File: src/rtl/date_validate_and_day_difference_top_defines.svh
// assertion macros shared by the date check block
`ifndef DATE_VALIDATE_AND_DAY_DIFFERENCE_TOP_DEFINES_SVH
`define DATE_VALIDATE_AND_DAY_DIFFERENCE_TOP_DEFINES_SVH

`ifndef SYNTHESIS
// same-cycle implication
`define DVDD_ASSERT_HOLDS(label, clk, rst_n, ante, cons) \
    label: assert property (@(posedge clk) disable iff (!rst_n) (ante) |-> (cons)) \
        else $error("dvdd assertion failed");
// next-cycle implication
`define DVDD_ASSERT_NEXT(label, clk, rst_n, ante, cons) \
    label: assert property (@(posedge clk) disable iff (!rst_n) (ante) |=> (cons)) \
        else $error("dvdd assertion failed");
`else
`define DVDD_ASSERT_HOLDS(label, clk, rst_n, ante, cons)
`define DVDD_ASSERT_NEXT(label, clk, rst_n, ante, cons)
`endif

`endif

File: src/rtl/dvdd_pkg.sv
`default_nettype none

package dvdd_pkg;

    localparam logic [7:0] DASH_CHAR = 8'h2D;
    localparam logic [7:0] ZERO_CHAR = 8'h30;
    localparam logic [7:0] NINE_CHAR = 8'h39;

    localparam int unsigned IN_W  = 160;
    localparam int unsigned OUT_W = 32;
    localparam int unsigned DIFF_W = 23;
    localparam int unsigned COUNT_W = 22;

    localparam logic [3:0] MONTH_FEB = 4'd2;
    localparam logic [3:0] MONTH_DEC = 4'd12;

    // one decoded date, split along century and year-in-century
    typedef struct packed {
        logic       ok;
        logic       leap;
        logic [4:0] day;
        logic [3:0] mon;
        logic [6:0] cent;
        logic [6:0] yy;
    } t_date;

    typedef struct packed {
        t_date second;
        t_date first;
    } t_pair;

    function automatic logic [4:0] month_len(input logic [3:0] mon);
        logic [4:0] len;
        case (mon)
            4'd1, 4'd3, 4'd5, 4'd7, 4'd8, 4'd10, 4'd12: len = 5'd31;
            4'd4, 4'd6, 4'd9, 4'd11:                    len = 5'd30;
            4'd2:                                       len = 5'd28;
            default:                                    len = 5'd0;
        endcase
        return len;
    endfunction

    function automatic logic [8:0] days_before(input logic [3:0] mon);
        logic [8:0] d;
        case (mon)
            4'd1:    d = 9'd0;
            4'd2:    d = 9'd31;
            4'd3:    d = 9'd59;
            4'd4:    d = 9'd90;
            4'd5:    d = 9'd120;
            4'd6:    d = 9'd151;
            4'd7:    d = 9'd181;
            4'd8:    d = 9'd212;
            4'd9:    d = 9'd243;
            4'd10:   d = 9'd273;
            4'd11:   d = 9'd304;
            4'd12:   d = 9'd334;
            default: d = 9'd0;
        endcase
        return d;
    endfunction

endpackage

`default_nettype wire

File: src/rtl/dvdd_front.sv
`default_nettype none

module dvdd_front (
    input  wire logic                          i_clk,
    input  wire logic                          i_rst_n,
    input  wire logic                          i_valid,
    output logic                               o_ready,
    input  wire logic [dvdd_pkg::IN_W-1:0]     i_data,
    output logic                               o_valid,
    input  wire logic                          i_ready,
    output dvdd_pkg::t_pair                    o_pair
);

    function automatic dvdd_pkg::t_date decode(input logic [39:0] head,
                                               input logic [39:0] tail);
        logic [7:0]       ch [10];
        logic [3:0]       dg [10];
        logic             fmt_ok;
        logic [6:0]       day;
        logic [6:0]       mon;
        logic [4:0]       lim;
        dvdd_pkg::t_date  r;
        for (int i = 0; i < 5; i++) begin
            ch[i]     = head[39-8*i -: 8];
            ch[i + 5] = tail[39-8*i -: 8];
        end
        fmt_ok = (ch[2] == dvdd_pkg::DASH_CHAR) && (ch[5] == dvdd_pkg::DASH_CHAR);
        for (int i = 0; i < 10; i++) begin
            dg[i] = ch[i][3:0];
            if (i != 2 && i != 5 &&
                (ch[i] < dvdd_pkg::ZERO_CHAR || ch[i] > dvdd_pkg::NINE_CHAR)) begin
                fmt_ok = 1'b0;
            end
        end
        day    = 7'(dg[0]) * 7'd10 + 7'(dg[1]);
        mon    = 7'(dg[3]) * 7'd10 + 7'(dg[4]);
        r.cent = 7'(dg[6]) * 7'd10 + 7'(dg[7]);
        r.yy   = 7'(dg[8]) * 7'd10 + 7'(dg[9]);
        // century years are leap only when the century divides by four
        r.leap = (r.yy == 7'd0) ? (r.cent[1:0] == 2'd0) : (r.yy[1:0] == 2'd0);
        lim = dvdd_pkg::month_len(mon[3:0]);
        if (mon == 7'(dvdd_pkg::MONTH_FEB) && r.leap) begin
            lim = 5'd29;
        end
        r.day = day[4:0];
        r.mon = mon[3:0];
        r.ok  = fmt_ok
             && (mon >= 7'd1) && (mon <= 7'(dvdd_pkg::MONTH_DEC))
             && (day != 7'd0) && (day <= 7'(lim))
             && ((r.cent != 7'd0) || (r.yy != 7'd0));
        return r;
    endfunction

    logic            r_valid;
    dvdd_pkg::t_pair r_pair;
    dvdd_pkg::t_pair n_pair;

    always_comb begin
        n_pair.first  = decode(i_data[39:0],   i_data[79:40]);
        n_pair.second = decode(i_data[119:80], i_data[159:120]);
    end

    assign o_ready = !r_valid || i_ready;
    assign o_valid = r_valid;
    assign o_pair  = r_pair;

    always_ff @(posedge i_clk) begin
        if (!i_rst_n) begin
            r_valid <= 1'b0;
        end else if (o_ready) begin
            r_valid <= i_valid;
        end
    end

    always_ff @(posedge i_clk) begin
        if (o_ready && i_valid) begin
            r_pair <= n_pair;
        end
    end

endmodule

`default_nettype wire

File: src/rtl/dvdd_fifo.sv
`default_nettype none

module dvdd_fifo #(
    parameter int unsigned DEPTH = 2
) (
    input  wire logic            i_clk,
    input  wire logic            i_rst_n,
    input  wire logic            i_valid,
    output logic                 o_ready,
    input  wire dvdd_pkg::t_pair i_data,
    output logic                 o_valid,
    input  wire logic            i_ready,
    output dvdd_pkg::t_pair      o_data
);

    localparam int unsigned PTR_W = (DEPTH > 1) ? $clog2(DEPTH) : 1;
    localparam int unsigned CNT_W = $clog2(DEPTH + 1);

    dvdd_pkg::t_pair  r_mem [DEPTH];
    logic [PTR_W-1:0] r_wr_ptr;
    logic [PTR_W-1:0] r_rd_ptr;
    logic [CNT_W-1:0] r_count;
    logic             push;
    logic             pop;

    assign o_ready = (r_count != CNT_W'(DEPTH));
    assign o_valid = (r_count != '0);
    assign o_data  = r_mem[r_rd_ptr];
    assign push    = i_valid && o_ready;
    assign pop     = o_valid && i_ready;

    always_ff @(posedge i_clk) begin
        if (!i_rst_n) begin
            r_wr_ptr <= '0;
            r_rd_ptr <= '0;
            r_count  <= '0;
        end else begin
            if (push) begin
                r_wr_ptr <= (r_wr_ptr == PTR_W'(DEPTH - 1)) ? '0 : r_wr_ptr + 1'b1;
            end
            if (pop) begin
                r_rd_ptr <= (r_rd_ptr == PTR_W'(DEPTH - 1)) ? '0 : r_rd_ptr + 1'b1;
            end
            if (push && !pop) begin
                r_count <= r_count + 1'b1;
            end else if (pop && !push) begin
                r_count <= r_count - 1'b1;
            end
        end
    end

    always_ff @(posedge i_clk) begin
        if (push) begin
            r_mem[r_wr_ptr] <= i_data;
        end
    end

endmodule

`default_nettype wire

File: src/rtl/dvdd_back.sv
`default_nettype none

module dvdd_back (
    input  wire logic                       i_clk,
    input  wire logic                       i_rst_n,
    input  wire logic                       i_valid,
    output logic                            o_ready,
    input  wire dvdd_pkg::t_pair            i_pair,
    output logic                            o_valid,
    input  wire logic                       i_ready,
    output logic [dvdd_pkg::OUT_W-1:0]      o_data
);

    // year terms ready for the final sum
    typedef struct packed {
        logic        ok;
        logic [13:0] py;
        logic [6:0]  q100;
        logic [4:0]  q400;
        logic [8:0]  part;
    } t_terms;

    function automatic t_terms prep(input dvdd_pkg::t_date d);
        logic [13:0] yr;
        logic        y400;
        t_terms      t;
        yr     = 14'(d.cent) * 14'd100 + 14'(d.yy);
        y400   = (d.yy == 7'd0) && (d.cent[1:0] == 2'd0);
        t.ok   = d.ok;
        t.py   = yr - 14'd1;
        t.q100 = (d.yy != 7'd0) ? d.cent : d.cent - 7'd1;
        t.q400 = d.cent[6:2] - (y400 ? 5'd1 : 5'd0);
        t.part = dvdd_pkg::days_before(d.mon) + 9'(d.day)
               + (((d.mon > dvdd_pkg::MONTH_FEB) && d.leap) ? 9'd1 : 9'd0);
        return t;
    endfunction

    function automatic logic [dvdd_pkg::COUNT_W-1:0] day_count(input t_terms t);
        return dvdd_pkg::COUNT_W'(t.py) * dvdd_pkg::COUNT_W'(365)
             + dvdd_pkg::COUNT_W'(t.py[13:2])
             - dvdd_pkg::COUNT_W'(t.q100)
             + dvdd_pkg::COUNT_W'(t.q400)
             + dvdd_pkg::COUNT_W'(t.part);
    endfunction

    logic                            r_s1_valid;
    t_terms                          r_s1_first;
    t_terms                          r_s1_second;
    logic                            r_s2_valid;
    logic                            r_s2_ok1;
    logic                            r_s2_ok2;
    logic [dvdd_pkg::COUNT_W-1:0]    r_s2_cnt1;
    logic [dvdd_pkg::COUNT_W-1:0]    r_s2_cnt2;
    logic                            r_s3_valid;
    logic [dvdd_pkg::OUT_W-1:0]      r_s3_data;
    logic [dvdd_pkg::DIFF_W-1:0]     n_diff;
    logic                            en1;
    logic                            en2;
    logic                            en3;

    assign en3     = !r_s3_valid || i_ready;
    assign en2     = !r_s2_valid || en3;
    assign en1     = !r_s1_valid || en2;
    assign o_ready = en1;
    assign o_valid = r_s3_valid;
    assign o_data  = r_s3_data;

    always_comb begin
        n_diff = '0;
        if (r_s2_ok1 && r_s2_ok2) begin
            n_diff = {1'b0, r_s2_cnt2} - {1'b0, r_s2_cnt1};
        end
    end

    always_ff @(posedge i_clk) begin
        if (!i_rst_n) begin
            r_s1_valid <= 1'b0;
            r_s2_valid <= 1'b0;
            r_s3_valid <= 1'b0;
        end else begin
            if (en1) r_s1_valid <= i_valid;
            if (en2) r_s2_valid <= r_s1_valid;
            if (en3) r_s3_valid <= r_s2_valid;
        end
    end

    always_ff @(posedge i_clk) begin
        if (en1 && i_valid) begin
            r_s1_first  <= prep(i_pair.first);
            r_s1_second <= prep(i_pair.second);
        end
        if (en2 && r_s1_valid) begin
            r_s2_ok1  <= r_s1_first.ok;
            r_s2_ok2  <= r_s1_second.ok;
            r_s2_cnt1 <= day_count(r_s1_first);
            r_s2_cnt2 <= day_count(r_s1_second);
        end
        if (en3 && r_s2_valid) begin
            r_s3_data <= {(dvdd_pkg::OUT_W - dvdd_pkg::DIFF_W - 2)'(0),
                          n_diff, r_s2_ok2, r_s2_ok1};
        end
    end

endmodule

`default_nettype wire

File: src/rtl/date_validate_and_day_difference_top.sv
// date pair check and day difference, DD-MM-YYYY ascii in, signed day count delta out
// a result passes the front register, the queue and the back stage registers before it reaches the master side
// throughput: one item per cycle while the master side is ready, set by the fully pipelined decode and count stages
// the queue between decode and count absorbs up to QUEUE_DEPTH items while the output stalls
// reset: synchronous, active low; clears all valid flags and queue pointers and count, no data cleared
`default_nettype none
`include "date_validate_and_day_difference_top_defines.svh"

module date_validate_and_day_difference_top #(
    parameter int unsigned QUEUE_DEPTH = 2
) (
    input  wire logic          i_clk,
    input  wire logic          i_rst_n,
    // slave side
    input  wire logic          s_axis_tvalid,
    output logic               s_axis_tready,
    // [39:0] first_head, [79:40] first_tail, [119:80] second_head, [159:120] second_tail
    input  wire logic [159:0]  s_axis_tdata,
    // master side
    output logic               m_axis_tvalid,
    input  wire logic          m_axis_tready,
    // [0] first_ok, [1] second_ok, [24:2] day_difference (signed), [31:25] zero
    output logic [31:0]        m_axis_tdata
);

    // decoded pair from the front register into the queue
    logic            front_valid;
    logic            front_ready;
    dvdd_pkg::t_pair front_pair;

    // queue head into the count pipeline
    logic            queue_valid;
    logic            back_ready;
    dvdd_pkg::t_pair queue_pair;

    // front: character checks, digit values, month and day limits, leap flag
    dvdd_front u_front (
        .i_clk   (i_clk),
        .i_rst_n (i_rst_n),
        .i_valid (s_axis_tvalid),
        .o_ready (s_axis_tready),
        .i_data  (s_axis_tdata),
        .o_valid (front_valid),
        .i_ready (front_ready),
        .o_pair  (front_pair)
    );

    // short queue so front and back stall independently
    dvdd_fifo #(
        .DEPTH (QUEUE_DEPTH)
    ) u_queue (
        .i_clk   (i_clk),
        .i_rst_n (i_rst_n),
        .i_valid (front_valid),
        .o_ready (front_ready),
        .i_data  (front_pair),
        .o_valid (queue_valid),
        .i_ready (back_ready),
        .o_data  (queue_pair)
    );

    // back: year terms, closed-form day counts, difference and output register
    dvdd_back u_back (
        .i_clk   (i_clk),
        .i_rst_n (i_rst_n),
        .i_valid (queue_valid),
        .o_ready (back_ready),
        .i_pair  (queue_pair),
        .o_valid (m_axis_tvalid),
        .i_ready (m_axis_tready),
        .o_data  (m_axis_tdata)
    );

    // a nonzero difference only comes from two valid dates
    `DVDD_ASSERT_HOLDS(a_diff_needs_both_ok, i_clk, i_rst_n, m_axis_tvalid && (m_axis_tdata[24:2] != 23'd0), m_axis_tdata[0] && m_axis_tdata[1])
    // the unused top bits of a result stay zero
    `DVDD_ASSERT_HOLDS(a_pad_zero, i_clk, i_rst_n, m_axis_tvalid, m_axis_tdata[31:25] == 7'd0)
    // an item at the queue head is not dropped while the back stalls
    `DVDD_ASSERT_NEXT(a_queue_keeps_item, i_clk, i_rst_n, queue_valid && !back_ready, queue_valid)
    // a decoded item held in front survives a full queue
    `DVDD_ASSERT_NEXT(a_front_keeps_item, i_clk, i_rst_n, front_valid && !front_ready, front_valid)

endmodule

`default_nettype wire

File: config.mk
export PLATFORM = sky130hd
export DESIGN_NAME = date_validate_and_day_difference_top
export DESIGN_NICKNAME = d
export VERILOG_FILES = /design/src/rtl/dvdd_pkg.sv /design/src/rtl/dvdd_front.sv /design/src/rtl/dvdd_fifo.sv /design/src/rtl/dvdd_back.sv /design/src/rtl/date_validate_and_day_difference_top.sv
export VERILOG_INCLUDE_DIRS = /design/src /design/src/rtl
export SDC_FILE = /design/constraint.sdc
export NUM_CORES = 1
export LEC_CHECK = 0
export ABC_AREA = 1
export BUFFER_PORTS_ARGS = -buffer_cell sky130_fd_sc_hd__buf_2
export CAP_MARGIN = 20
export CORE_MARGIN = 4
export CORE_UTILIZATION = 62
export CTS_BUF_LIST = sky130_fd_sc_hd__clkbuf_4
export CTS_CLUSTER_SIZE = 16
export DETAILED_ROUTE_END_ITERATION = 10
export PLACE_DENSITY = 0.82
export SKIP_LAST_GASP = 1
export SYNTH_ARGS = -nofsm -noshare
export SYNTH_HDL_FRONTEND = slang
export SYNTH_SLANG_ARGS = --single-unit
export TNS_END_PERCENT = 10
File: constraint.sdc
create_clock -name i_clk -period 7.1 [get_ports i_clk]
set_input_delay 0.71 -clock i_clk [delete_from_list [all_inputs] [get_ports i_clk]]
set_output_delay 0.71 -clock i_clk [all_outputs]
set_load 0.03 [all_outputs]
# Yosys cells after proc, flatten, opt, wreduce, memory -nomap -nowiden
# Memories as Yosys holds them, arrays and structs flattened. A register that Yosys moved wholly into a read port is not among the register bits.
# Cells that the tools add are included.
# Widths: inputs -> output; s select.
[word_totals]
regBits = 201
output_inout_bits = 34
wordCells = 242
inputBits = 164
rom_bits = 448
mem_bits_rw = 100
mem_count = 5
[memory_table]
columns = ["name", "depth", "word_bits", "rd", "rd_ports_with_merged_regs", "wr", "line", "rtl"]
rows = [
  ["(no name shown)", 16, 9, 1, 0, 0, "dvdd_pkg.sv:45", "case (mon)"],
  ["(no name shown)", 16, 9, 1, 0, 0, "dvdd_pkg.sv:45", ""],
  ["u_queue.r_mem", 2, 50, 1, 1, 1, "dvdd_fifo.sv:19", "dvdd_pkg::t_pair r_mem [DEPTH];"],
  ["(no name shown)", 16, 5, 1, 0, 0, "dvdd_pkg.sv:34", "case (mon)"],
  ["(no name shown)", 16, 5, 1, 0, 0, "dvdd_pkg.sv:34", ""],
]
[op_classes]
n_lt_le_gt_ge = 40
multipliers = 12
reduce_logical = 74
muxes = 36
add_sub_neg = 33
eq_ne = 7
[ops]
columns = ["op", "n"]
rows = [
  ["$gt 8x6->1 const B", 16],
  ["$lt 8x6->1 const B", 16],
  ["$add 7x4->7", 8],
  ["$reduce_bool 7->1", 8],
  ["$mul 4x3->6 const B", 8],
  ["$add 22x12->22", 2],
  ["$add 22x5->22", 2],
  ["$add 22x9->22", 2],
  ["$mul 14x9->22 const B", 2],
  ["$sub 22x7->22", 2],
  ["$eq 8x6->1 const B", 4],
  ["$add 14x7->14", 2],
  ["$logic_not 7->1", 4],
  ["$mux 1", 28],
  ["$sub 14x1->14 const B", 2],
  ["$logic_and 1x1->1", 26],
  ["$mul 7x5->12 const B", 2],
  ["$sub 22x22->23", 1],
  ["$logic_or 1x1->1", 22],
  ["$add 9x5->9", 2],
  ["$add 9x9->9", 2],
  ["$mux 9", 2],
  ["$eq 7x2->1 const B", 2],
  ["$ge 7x1->1 const B", 2],
  ["15 further kinds", 35],
]

# Logic depth before layout (Yosys ltp)
[depth]
depth_word = 15
mapped_depth = 25
mapped_depth_nobuf = 22

# Cells and area by module
# A second synthesis with hierarchy kept.
[unflattened]
cells_unflattened = 3053
hier_area_um2 = 28034.4
[by_module_without_submodules]
columns = ["mod", "cells_per_inst", "seq_area_each_um2", "instances", "area_per_inst_um2"]
rows = [
  ["dvdd_back", 2267, 4354.2, 1, 19278.5],
  ["dvdd_front", 593, 1521.5, 1, 4650.7],
  ["dvdd_fifo", 193, 3103.0, 1, 4105.2],
]

# Worst setup path after synthesis
# No wires, ideal clock.
[synth_path]
path_type = "reg-to-reg"
start = "register with a tool-made name"
end = "register u_back.r_s1_second[34] (netlist name) (data pin)"
n_path_buf = 3
setup_ns = 0.252
t_required_ns = 6.848
slack_ns = 2.586
stages_incl_launch_ff = 23
period_less_slack_ns = 4.514
arrival_time_ns = 4.262
path_cell_list = "dfxtp_1 > buf_6 > buf_2 > buf_4 > o21ai_0 > inv_1 > ha_1 > ha_1 > fa_1 > ha_1 > a21oi_1 > nand2_1 > a21oi_1 > o21bai_1 > xor2_1 > inv_1 > ha_1 > inv_1 > nor3_1 > nand3_1 > nand3_1 > nand3b_1 > nand2_1"
[synth_lines]
columns = ["item", "line", "rtl"]
rows = [
  ["to (signal assigned)", "dvdd_back.sv:90", "r_s1_second <= prep(i_pair.second);"],
  ["to (decl)", "dvdd_back.sv:48", "t_terms r_s1_second;"],
]

==> flow_summary_export.csv <==
group,metric,value,unit
detailed_routing,wire_per_inst,15.3,um
detailed_routing,vias,20100,
place,place_congestion,0.949,
place,dp_hpwl,50.0,mm
worst_setup_path,crit_arrival,5.94,ns
detailed_routing,via_per_inst,5.19,
worst_setup_path,critPathSlowestCell,"dfxtp_2",
synthesis,synth_area,27200,um2
cts,htreeDepth,3,
grt,grt_pass1_wl,98.9,mm
grt,grtUsageTotal,25.8,%
grt,overflow,0,
worst_setup_path,crit_chain,"inv_4 -> or2_2 -> o21ai_0 -> inv_1 -> ha_1 -> ha_1 -> fa_1 -> ha_1 -> a21oi_1 -> nand2_1 -> a21oi_1 -> o21bai_1 -> xor2_1 -> ha_1 -> inv_1 -> nor3_1 -> inv_1 -> o211ai_1 -> xor2_1",
synthesis,synth_edf_count,293,
worst_setup_path,worstPathMaxFanout,47,
timing,tightest_slew,0.977,ns
die,die_area,47300,um2
grt,use_met1,31.9,%
timing,timing.slew.headroom,34.8,%
layout,layout-drive-gt1-share,11.8,%
grt,grt_max_degree,76,
worst_setup_path,crit_path_frequent_cell,"ha_1",
timing,drv_slew,0,
hold_path,min_from,"s_axis_tdata[56]",
worst_setup_path,r2r-end,"u_back.r_s1_second[33]",
grt,use_met2,45.7,%
worst_setup_path,critPathMaxStageDelay,0.71,ns
cts,cts.repair.resized,0,
die,core,43300,um2
synthesis,yosys_most_used_dff,"edfxtp_1",
timing,finalCritPeriodShare,76.5,%
synthesis,synth_common_cells,"inv_1 (719), nand2_1 (509), ha_1 (376)",
grt,first_global_vias,20900,
detailed_routing,drtPass1Iterations,8,
job,cap_violations,0,
timing,hold_viol_final,0,
timing,rsz0062_at_grt,"no",
cts,cts-root-buf,"clkbuf_4",
worst_setup_path,crit_family,"adder cells",
place,port_buffers,190,
synthesis,yosys-top-cells-area,"edfxtp_1 (32%), ha_1 (17%), fa_1 (15%), inv_1 (9.9%), nand2_1 (7.0%)",
layout,area_growth,9.69,%
cts,path_clk_slew,0.07,ns
cts,postCtsHoldBufs,0,
worst_setup_path,end_kind,"flip-flop",
timing,finalCriticalPeriod,5.43,ns
die,fp.dieH,218,um
worst_setup_path,rrSetupSlack,1.67,ns
die,initial_core_util,62.9,%
synthesis,synth_top_area_cell,"edfxtp_1",
synthesis,netlist.area_leader.share,32.3,%
cts,cts_tree,"done",
detailed_routing,drc_errors,0,
timing,max_freq,184,MHz
worst_setup_path,required,7.61,ns
timing,setup_viol,0,
die,die_w,218,um
grt,grt_util_met3,4.11,%
layout,fin_nets,3966,
cts,clock_sinks,302,
synthesis,synth_cells,2963,
timing,fin_ws,1.67,ns
synthesis,async_flop_share,0,%
place,dp_slack,1.73,ns
worst_setup_path,reg2regPathDepth,19,
detailed_routing,routed_wl,59.3,mm
worst_setup_path,crit_buf_inv,4,
grt,grt_busiest_layer,"met2",
synthesis,yosys_warnings,0,
synthesis,synth.yosys.seq_area_share,33.0,%
synthesis,post-synth-top-count-cell,"inv_1",
outcome,outcome,"completed",
cts,clk_path_buf_depth,3,
synthesis,synth.distinct_cells,48,
worst_setup_path,path_class,"flip-flop to flip-flop",
hold_path,hold_path.class,"input port to flip-flop",
synthesis,syn_area_per_cell,9.19,um2
cts,clkLatencyLatePin,0.79,ns
detailed_routing,drt_iter0_drc,1025,
synthesis,synth-seq-cells,302,
grt,grt_antenna_before_repair,2,
timing,fin_setup_tns,0,ns
worst_setup_path,worst_setup_path_start_kind,"flip-flop",
cts,post_cts_buffers,0,
cts,cts_buffers,77,
detailed_routing,ant_nets,0,
timing,finClkSkew,0.0573,ns
hold_path,min_to,"u_front.o_pair[7]",
die,fp-row-count,76,
die,pin_count,198,
hold_path,worstHoldPathCells,1,
[registers in the layout, summed over array words and instances, names as in the netlist, 2 cells and up, named ones only]
| name | flops |
|---|---|
| u_back.r_s1_second | 36 |
| u_front.o_pair | 50 |
| u_back.r_s1_first | 36 |
| u_back.r_s2_cnt2 | 22 |
| u_back.r_s2_cnt1 | 22 |
| u_queue.r_mem | 100 |
| u_back.o_data | 25 |
| u_queue.r_count | 2 |
[layer usage]
| metal | wire (um) | share of wire, % | vias up |
|---|---|---|---|
| met2 | 29500 | 50 | 588 |
| met1 | 24900 | 42 | 9390 |
| met3 | 2920 | 4.9 | 137 |
| met4 | 1980 | 3.3 | 0 |
| li1 | - | - | 9969 |
| met5 | 0 | 0 | - |
[worst max path at each step]
stage,to,slack [ns],cells past startpoint
floorplan,u_back.r_s1_second[34],2.59,22
global placement,u_back.r_s1_second[34],1.97,21
detailed placement,u_back.r_s1_second[33],1.73,19
CTS,u_back.r_s1_second[33],1.69,19
global route,u_back.r_s1_first[34],1.27,21
finish,u_back.r_s1_second[33],1.67,19
[final cells by class]
type,count,area (um2)
clock inverters,31,179
flip-flops and latches,302,8980
diodes,2,5.00
fillers,3271,13400
inverters,726,2730
repair buffers,196,1000
well taps,585,732
clock buffers,109,818
multi-input cells,1922,15400
[per-stage QoR]
stage / area [um2] / hold slack [ns] / util [%] / cells
floorplan: 27300 / 0.400 / - / 2969
global route: 29900 / 0.0446 / 69.0 / 3873
CTS: 29800 / 0.0151 / 69.0 / 3870
finish: 29900 / 0.111 / 69.0 / 3873
global placement: 28900 / 0.405 / 66.7 / 3730
detailed placement: 28900 / 0.405 / 66.7 / 3730
[placed cells by master (no fill, tap or decap), types with 6 or more instances in the layout]
| master | n |
|---|---|
| inv_1 | 717 |
| nand2_1 | 509 |
| ha_1 | 376 |
| edfxtp_1 | 293 |
| fa_1 | 201 |
| buf_2 | 190 |
| nor2_1 | 166 |
| a21oi_1 | 138 |
| nand3_1 | 112 |
| clkbuf_4 | 109 |
| o21ai_0 | 105 |
| xor2_1 | 78 |
| nand4_1 | 40 |
| xnor2_1 | 33 |
| or2_2 | 23 |
| nor3_1 | 23 |
| o21a_1 | 18 |
| clkinv_1 | 15 |
| nand3b_1 | 10 |
| clkinv_2 | 10 |
| o211ai_1 | 9 |
| a21o_1 | 9 |
| inv_2 | 8 |
| o21ai_2 | 8 |
| dfxtp_1 | 8 |
| nor2_4 | 7 |
| conb_1 | 7 |
| or2_1 | 6 |
[kinds of logic (layout without fill, tap and decap cells)]
| family | count (synthesis) | after routing | share of synthesized area, % |
|---|---|---|---|
| adder cells (fa/ha/maj) | 577 | 577 | 32.1 |
| flip-flops | 302 | 302 | 33.0 |
| AND/OR/NAND/NOR | 915 | 915 | 14.5 |
| other | 1 | 9 | 0.0138 |
| multiplexers | 2 | 2 | 0.0735 |
| buffers and inverters | 745 | 1062 | 10.5 |
| XOR/XNOR | 111 | 111 | 3.57 |
| AO/OA/AOI/OAI | 310 | 310 | 6.31 |
Power is left out: the tool's default activity adds up to more than one toggle a clock period on the data nets, which glitch-free logic cannot reach.
